$ cat config.mk
export PLATFORM = sky130hd
export DESIGN_NAME = bcsc_dp
export DESIGN_NICKNAME = d
export VERILOG_FILES = /design/src/hw/rtl/bcsc_pkg.sv /design/src/hw/rtl/bcsc_ram.sv /design/src/hw/rtl/bcsc_dp.sv
export SDC_FILE = /design/constraint.sdc
export NUM_CORES = 1
export LEC_CHECK = 0
export ABC_AREA = 1
export BUFFER_PORTS_ARGS = -buffer_cell sky130_fd_sc_hd__buf_4
export CORE_MARGIN = 5
export CORE_UTILIZATION = 45
export CTS_CLUSTER_SIZE = 20
export DETAILED_ROUTE_END_ITERATION = 10
export PLACE_DENSITY_LB_ADDON = 0.1
export SLEW_MARGIN = 20
export SYNTH_ARGS = -nofsm -noshare
export SYNTH_HDL_FRONTEND = slang
export SYNTH_SLANG_ARGS = --single-unit
export TNS_END_PERCENT = 5
$ cat constraint.sdc
create_clock -name clock -period 6.55 [get_ports clock]
set_input_delay 0.3275 -clock clock [delete_from_list [all_inputs] [get_ports clock]]
set_output_delay 0.3275 -clock clock [all_outputs]
set_load 0.05 [all_outputs]
$ cat src/hw/rtl/bcsc_pkg.sv
// shared types and constants for the box collision sides checker
package bcsc_pkg;

   // item kinds
   localparam logic KIND_INSERT = 1'b0;
   localparam logic KIND_QUERY  = 1'b1;

   // coordinate width in bits
   localparam int COORD_W = 16;

   // one input item
   typedef struct packed {
      logic                      kind;
      logic signed [COORD_W-1:0] left_x;
      logic signed [COORD_W-1:0] top_y;
      logic signed [COORD_W-1:0] right_x;
      logic signed [COORD_W-1:0] bottom_y;
   } req_type;

   // one result item
   typedef struct packed {
      logic trigger_hit;
      logic hit_up;
      logic hit_down;
      logic hit_right;
      logic hit_left;
      logic table_full;
   } rsp_type;

   // one stored rectangle or query box
   typedef struct packed {
      logic signed [COORD_W-1:0] x1;
      logic signed [COORD_W-1:0] y1;
      logic signed [COORD_W-1:0] x2;
      logic signed [COORD_W-1:0] y2;
   } box_type;

   localparam int BOX_W = $bits(box_type);

   // controller states
   typedef enum logic [1:0] {
      ST_IDLE,
      ST_WALK,
      ST_LAST,
      ST_FINISH
   } ctrl_state_type;

   // controller to datapath
   typedef struct packed {
      logic accept;
      logic rd_en;
      logic load_rsp;
   } cmd_type;

   // datapath to controller
   typedef struct packed {
      logic is_query;
      logic empty;
      logic last;
      logic rsp_free;
   } sts_type;

endpackage

$ cat src/hw/rtl/bcsc_ram.sv
// generic single write port ram with registered read
module bcsc_ram #(
   parameter int WIDTH = 64,
   parameter int DEPTH = 16
) (
   input  logic                                     clock,
   input  logic                                     wr_en,
   input  logic [((DEPTH > 1) ? $clog2(DEPTH) : 1)-1:0] wr_addr,
   input  logic [WIDTH-1:0]                         wr_data,
   input  logic                                     rd_en,
   input  logic [((DEPTH > 1) ? $clog2(DEPTH) : 1)-1:0] rd_addr,
   output logic [WIDTH-1:0]                         rd_data
);

   logic [WIDTH-1:0] mem_ff [DEPTH];
   logic [WIDTH-1:0] rd_data_ff;

   // write port and registered read port
   always_ff @(posedge clock) begin
      if (wr_en) begin
         mem_ff[wr_addr] <= wr_data;
      end
      if (rd_en) begin
         rd_data_ff <= mem_ff[rd_addr];
      end
   end

   assign rd_data = rd_data_ff;

endmodule

$ cat src/hw/rtl/bcsc_dp.sv
// area table, walk index, side comparators and result register
module bcsc_dp #(
   parameter int MAX_AREAS = 16
) (
   input  logic                clock,
   input  logic                reset,
   input  bcsc_pkg::req_type   req_data,
   input  bcsc_pkg::cmd_type   cmd,
   output bcsc_pkg::sts_type   sts,
   output logic                rsp_valid,
   input  logic                rsp_stall,
   output bcsc_pkg::rsp_type   rsp_data
);

   localparam int IDX_W = (MAX_AREAS > 1) ? $clog2(MAX_AREAS) : 1;
   localparam int CNT_W = $clog2(MAX_AREAS + 1);
   localparam logic [CNT_W-1:0] CNT_MAX = CNT_W'(MAX_AREAS);

   logic [CNT_W-1:0]   count_ff, count_in;
   logic [IDX_W-1:0]   idx_ff, idx_in;
   logic               cmp_en_ff;
   bcsc_pkg::box_type  box_ff;
   bcsc_pkg::box_type  new_box;
   bcsc_pkg::box_type  area;
   logic [bcsc_pkg::BOX_W-1:0] rd_data;
   logic               kind_ff;
   logic               full_ff, full_in;
   logic               trig_ff, up_ff, down_ff, right_ff, left_ff;
   logic               trig_c, up_c, down_c, right_c, left_c;
   logic               wr_en;
   logic               room;
   logic               rsp_valid_ff, rsp_valid_in;
   bcsc_pkg::rsp_type  rsp_ff;

   assign new_box.x1 = req_data.left_x;
   assign new_box.y1 = req_data.top_y;
   assign new_box.x2 = req_data.right_x;
   assign new_box.y2 = req_data.bottom_y;

   // insert write and walk read
   assign room  = (count_ff < CNT_MAX);
   assign wr_en = cmd.accept && (req_data.kind == bcsc_pkg::KIND_INSERT) && room;

   bcsc_ram #(
      .WIDTH (bcsc_pkg::BOX_W),
      .DEPTH (MAX_AREAS)
   ) u_table (
      .clock   (clock),
      .wr_en   (wr_en),
      .wr_addr (count_ff[IDX_W-1:0]),
      .wr_data (new_box),
      .rd_en   (cmd.rd_en),
      .rd_addr (idx_ff),
      .rd_data (rd_data)
   );

   assign area = rd_data;

   // fill count and walk index
   always_comb begin
      count_in = count_ff;
      if (wr_en) begin
         count_in = count_ff + CNT_W'(1);
      end
      idx_in = idx_ff;
      if (cmd.accept) begin
         idx_in = '0;
      end else if (cmd.rd_en) begin
         idx_in = idx_ff + IDX_W'(1);
      end
   end

   always_ff @(posedge clock) begin
      if (reset) begin
         count_ff  <= '0;
         cmp_en_ff <= 1'b0;
      end else begin
         count_ff  <= count_in;
         cmp_en_ff <= cmd.rd_en;
      end
   end

   always_ff @(posedge clock) begin
      idx_ff <= idx_in;
   end

   // side tests of the query box against the area read last cycle
   always_comb begin
      trig_c  = (box_ff.x1 <= area.x1) && (box_ff.x2 >= area.x1) &&
                (box_ff.y1 <= area.y2) && (box_ff.y2 >= area.y1);
      up_c    = (box_ff.x1 <= area.x2) && (box_ff.x2 >= area.x1) &&
                (box_ff.y1 <= area.y2) && (box_ff.y2 > area.y2) &&
                (box_ff.y1 > area.y1);
      down_c  = (box_ff.x1 <= area.x2) && (box_ff.x2 >= area.x1) &&
                (box_ff.y1 < area.y1) && (box_ff.y2 >= area.y1) &&
                (box_ff.y2 < area.y2);
      right_c = (box_ff.x1 < area.x1) && (box_ff.x2 >= area.x1) &&
                (box_ff.y1 <= area.y2) && (box_ff.y2 >= area.y1) &&
                (box_ff.x2 < area.x2);
      left_c  = (box_ff.x1 <= area.x2) && (box_ff.x2 > area.x2) &&
                (box_ff.y1 <= area.y2) && (box_ff.y2 >= area.y1) &&
                (box_ff.x1 > area.x1);
   end

   // item capture and flag accumulation
   assign full_in = (req_data.kind == bcsc_pkg::KIND_INSERT) && !room;

   always_ff @(posedge clock) begin
      if (cmd.accept) begin
         box_ff   <= new_box;
         kind_ff  <= req_data.kind;
         full_ff  <= full_in;
         trig_ff  <= 1'b0;
         up_ff    <= 1'b0;
         down_ff  <= 1'b0;
         right_ff <= 1'b0;
         left_ff  <= 1'b0;
      end else if (cmp_en_ff) begin
         trig_ff  <= trig_ff | trig_c;
         up_ff    <= up_ff | up_c;
         down_ff  <= down_ff | down_c;
         right_ff <= right_ff | right_c;
         left_ff  <= left_ff | left_c;
      end
   end

   // result register, free again once its transfer completes
   assign rsp_valid_in = cmd.load_rsp ? 1'b1 : (rsp_valid_ff && rsp_stall);

   always_ff @(posedge clock) begin
      if (reset) begin
         rsp_valid_ff <= 1'b0;
      end else begin
         rsp_valid_ff <= rsp_valid_in;
      end
   end

   always_ff @(posedge clock) begin
      if (cmd.load_rsp) begin
         rsp_ff.trigger_hit <= trig_ff;
         rsp_ff.hit_up      <= up_ff;
         rsp_ff.hit_down    <= down_ff;
         rsp_ff.hit_right   <= right_ff;
         rsp_ff.hit_left    <= left_ff;
         rsp_ff.table_full  <= full_ff && (kind_ff == bcsc_pkg::KIND_INSERT);
      end
   end

   assign rsp_valid = rsp_valid_ff;
   assign rsp_data  = rsp_ff;

   // status toward the controller
   assign sts.is_query = (req_data.kind == bcsc_pkg::KIND_QUERY);
   assign sts.empty    = (count_ff == '0);
   assign sts.last     = ({{(CNT_W + 1 - IDX_W){1'b0}}, idx_ff} + (CNT_W + 1)'(1))
                         == {1'b0, count_ff};
   assign sts.rsp_free = !rsp_valid_ff || !rsp_stall;

endmodule

==> impl_results.html <==
<table>
<tr><th>Metric</th><th>Value</th></tr>
<tr><th colspan="2">Status</th></tr>
<tr><td>Result of the run</td><td>finished, final reports clean</td></tr>
<tr><th colspan="2">Detailed routing</th></tr>
<tr><td>Number of DRC markers in iteration 0</td><td>2,590</td></tr>
<tr><td>Vias/cell</td><td>5.777</td></tr>
<tr><td>Drt total wl</td><td>128.3 mm</td></tr>
<tr><td>DR vias</td><td>28.38k</td></tr>
<tr><td>Count of unresolved DRC violations after routing</td><td>0</td></tr>
<tr><td>Number of optimization iterations in the first detailed-route pass</td><td>7</td></tr>
<tr><td>Routed wirelength normalized by instance count</td><td>26.11 microns</td></tr>
<tr><td>Number of nets still failing antenna checks after routing</td><td>0</td></tr>
<tr><th colspan="2">Timing</th></tr>
<tr><td>Unrepaired setup endpoints after global routing</td><td>false</td></tr>
<tr><td>Relative max-transition margin</td><td>24.65%</td></tr>
<tr><td>Post-layout min period</td><td>3668 ps</td></tr>
<tr><td>Final Max Slew Viols</td><td>0</td></tr>
<tr><td>Setup TNS Final</td><td>0 ps</td></tr>
<tr><td>Number of endpoints with negative hold slack in the final report</td><td>0</td></tr>
<tr><td>Worst setup slack after layout</td><td>2882 ps</td></tr>
<tr><td>Share of the cycle needed by the critical path after routing</td><td>56.00%</td></tr>
<tr><td>Slew at the pin closest to its max-slew limit</td><td>1130 ps</td></tr>
<tr><td>Highest Clock Rate</td><td>272.6 MHz</td></tr>
<tr><td>Worst-case hold slack</td><td>45.77 ps</td></tr>
<tr><td># setup viols final</td><td>0</td></tr>
<tr><td>Post-route clock skew</td><td>26.48 ps</td></tr>
<tr><th colspan="2">Clock network</th></tr>
<tr><td>Clock Latency Late Sink</td><td>700 ps</td></tr>
<tr><td>Total CTS buffers</td><td>117</td></tr>
<tr><td>Post_cts resized</td><td>0</td></tr>
<tr><td>Clock slew at the register clock pins of the worst setup and hold paths</td><td>60 ps</td></tr>
<tr><td>Clock tree from TritonCTS</td><td>yes</td></tr>
<tr><td>Deepest level of the CTS H-tree</td><td>3</td></tr>
<tr><td>Number of buffers inserted to repair setup after CTS</td><td>0</td></tr>
<tr><td>Clock root buffer</td><td>clkbuf_16</td></tr>
<tr><td>Count of hold buffers inserted by post-cts repair</td><td>67</td></tr>
<tr><td>Maximum clock insertion buffer count</td><td>3</td></tr>
<tr><td>CTS sink count</td><td>1,176</td></tr>
<tr><th colspan="2">Cells and area</th></tr>
<tr><td>Relative area change from synthesis to final layout</td><td>12.98%</td></tr>
<tr><td>Post-route cell area</td><td>54,290 sq um</td></tr>
<tr><td>Share of post-route cells with drive strength above 1</td><td>8.691%</td></tr>
<tr><td>Number of fill cells in the layout</td><td>8,737</td></tr>
<tr><td>Most common library cell in the layout ignoring fill and taps</td><td>edfxtp_1</td></tr>
<tr><td>Final-stage net count</td><td>3,624</td></tr>
<tr><td>Sequential standard cell area</td><td>35,170 sq um</td></tr>
<tr><td>Multi-input combinational cell area</td><td>11,460 sq um</td></tr>
<tr><td>Most frequent cells in the layout</td><td>1,160 x edfxtp_1, 393 x nor2_1, 274 x o21ai_0</td></tr>
<tr><td>Count of non-filler cells in the finished layout</td><td>4,913</td></tr>
<tr><th colspan="2">Place</th></tr>
<tr><td>Setup Slack @ Placement</td><td>2989 ps</td></tr>
<tr><td>DP Area</td><td>49,890 sq um</td></tr>
<tr><td>Inst Count DP</td><td>4,624</td></tr>
<tr><td>Count of buffers from port buffering</td><td>81</td></tr>
<tr><td>Routability congestion estimate</td><td>0.8633</td></tr>
<tr><td>Post-detailed-placement half-perimeter wirelength</td><td>71.17 mm</td></tr>
<tr><th colspan="2">GRT</th></tr>
<tr><td>Global-route wire length before repair</td><td>185.8 mm</td></tr>
<tr><td>Via count of the first global-routing pass</td><td>27.57k</td></tr>
<tr><td>Antenna violations before repair</td><td>4</td></tr>
<tr><td>Overall fraction of global-route tracks in use</td><td>22.31%</td></tr>
<tr><td>Grt total ovfl</td><td>0</td></tr>
<tr><td>Maximum number of pins on one net before global-route repair</td><td>261</td></tr>
<tr><th colspan="2">Floorplan</th></tr>
<tr><td>Top-level port count</td><td>82</td></tr>
<tr><td>Area of the die</td><td>113,400 sq um</td></tr>
<tr><td>Row Count</td><td>119</td></tr>
<tr><td>Height of the die</td><td>336.8 microns</td></tr>
<tr><td>Die Width</td><td>336.8 microns</td></tr>
<tr><td>Floorplan Core Area</td><td>105,700 sq um</td></tr>
<tr><td>Initial core utilization</td><td>45.45%</td></tr>
<tr><th colspan="2">Power and ir drop</th></tr>
<tr><td>Sw frac</td><td>23.32%</td></tr>
<tr><td>Flop pwr share</td><td>52.1%</td></tr>
<tr><td>Cell Int Power</td><td>12.58 mW</td></tr>
<tr><td>Clk pwr share</td><td>39.4%</td></tr>
<tr><td>Power density over the cells</td><td>302.2 nW/um^2</td></tr>
<tr><td>Power spent charging and discharging nets</td><td>3.826 mW</td></tr>
<tr><td>Cell leakage power</td><td>18.40 nW</td></tr>
<tr><td>Combinational group share of total power</td><td>8.5%</td></tr>
<tr><td>Peak supply drop</td><td>0.2630 mV</td></tr>
<tr><th colspan="2">Critical path</th></tr>
<tr><td>Crit Path Max Fanout</td><td>68</td></tr>
<tr><td>Worst setup SP type</td><td>register</td></tr>
<tr><td>Element type at the critical path end</td><td>output pin</td></tr>
<tr><td>Critical Path AT</td><td>3340 ps</td></tr>
<tr><td>Number of cells on the worst reg-to-reg path</td><td>6</td></tr>
<tr><td>Path type of the worst setup path</td><td>reg2out</td></tr>
<tr><td>Worst path required time</td><td>6220 ps</td></tr>
<tr><th colspan="2">Synth</th></tr>
<tr><td>Count of mapped cells out of synthesis</td><td>3,306</td></tr>
<tr><td>Count of distinct cell types in the synthesized netlist</td><td>39</td></tr>
<tr><td>#FFs+latches synth</td><td>1,176</td></tr>
<tr><td>Share of flip-flops with an asynchronous set or reset</td><td>0%</td></tr>
<tr><td>Sequential area share after synthesis</td><td>73.16%</td></tr>
<tr><td>Post-synthesis average cell area</td><td>14.53 sq um</td></tr>
<tr><td>Biggest area contributors in the synthesized netlist</td><td>edfxtp_1 72%, mux2i_1 4.5%, o221ai_1 3.9%</td></tr>
<tr><td>Yosys top cell by area</td><td>edfxtp_1</td></tr>
<tr><td>Number of warning messages in the yosys log</td><td>0</td></tr>
<tr><td>Net Count, Synth</td><td>3,510</td></tr>
<tr><td>EDFF count, synth</td><td>1,160</td></tr>
<tr><td>Share of Yosys cell area claimed by the top area cell type</td><td>72.50%</td></tr>
<tr><td>Primary FF master, synth</td><td>edfxtp_1</td></tr>
<tr><td>Mapped Area</td><td>48,050 sq um</td></tr>
<tr><th colspan="2">Job</th></tr>
<tr><td>Max-cap violations</td><td>0</td></tr>
<tr><th colspan="2">Worst hold path</th></tr>
<tr><td>Cell depth of the worst hold path</td><td>1</td></tr>
<tr><td>Worst hold path type</td><td>in2reg</td></tr>
</table>
## cell type report
cell class / count / area share [%]
multi-input cells: 1793 / 21.11
clock buffers: 152 / 5.831
inverters: 147 / 1.042
diodes: 1 / 0.004610
well taps: 1391 / 3.206
repair buffers: 185 / 3.042
flip-flops and latches: 1176 / 64.78
clock inverters: 68 / 0.9842
## cell usage after synthesis (2+ instances only)
cell and number:
clkinv_1 2, ha_1 133, nor2_2 3, nand3_1 117, mux2i_1 214, edfxtp_1 1160, o21a_1 2, o21ai_0 274
nand2_1 245, buf_6 27, nor2_1 409, nor3_1 15, inv_2 6, nand4_1 9, a21oi_1 54, buf_1 7
a21o_1 4, clkbuf_1 105, buf_4 10, o221ai_1 214, inv_1 139, o21bai_1 4, o211ai_1 34, dfxtp_1 16
xor2_1 4, o32ai_1 33, o22ai_1 9, buf_2 41, o21ai_1 6
## state kept, by name, summed over array words and instances (netlist names)
signal and cells:
u_table.mem_ff 1024, box_ff 64, u_table.rd_data 64, rsp_data 6
count_ff 5, idx_ff 4, cmp_en_ff 1, down_ff 1
full_ff 1, kind_ff 1, left_ff 1, right_ff 1
rsp_valid 1, trig_ff 1, up_ff 1
## worst max-delay path: stages, from the launching register on
cell and delay [ps]:
dfxtp_4 640, buf_4 770, nand3_1 180, xor2_1 220
xor2_1 200, a2111oi_2 360, buf_4 290
## power groups by stage
stage          sequential, mW  clock, mW  combinational (mW)
6_report                 8.54       6.46                1.40
5_1_grt                  8.55       6.89                1.56
4_1_cts                  8.55       6.59                1.40
3_5_place_dp             8.70          0                1.36
3_3_place_gp             8.70          0                1.33
2_1_floorplan            8.62          0               0.895
## metrics by stage
stage,utilization (%),power [mW]
floorplan,-,9.515
global placement,47.19,10.03
detailed placement,47.19,10.06
CTS,51.32,16.54
global route,51.35,17.00
finish,51.35,16.41
## metal layers
metal | global-route usage (%) | vias up | part of all wire, %
met4 | 6.196 | 2 | 2.8
li1 | - | 12852 | -
met3 | 3.541 | 174 | 6.1
met1 | 32.04 | 14441 | 44
met2 | 35.79 | 911 | 47
met5 | 0 | - | 0.0055
## cells by family after synthesis
logic type | count (synthesis) | share of synthesized area [%]
muxes | 214 | 4.458
DFF | 1176 | 73.16
adders and majority gates | 133 | 3.463
buffers and inverters | 337 | 3.240
and+or+nand+nor | 804 | 6.739
AOI/OAI and AO/OA | 638 | 8.862
xor gates and xnor gates | 4 | 0.07291
## final timing paths
path | start | end | slack [ps]
min | cmd[2] | box_ff[2] | 50
max | idx_ff[0] | sts[1] | 2880
min reg2reg | trig_ff | rsp_data[5] | 430
max reg2reg | idx_ff[0] | u_table.rd_data[37] | 3240
No activity file was read; power rests on OpenSTA's default activity.
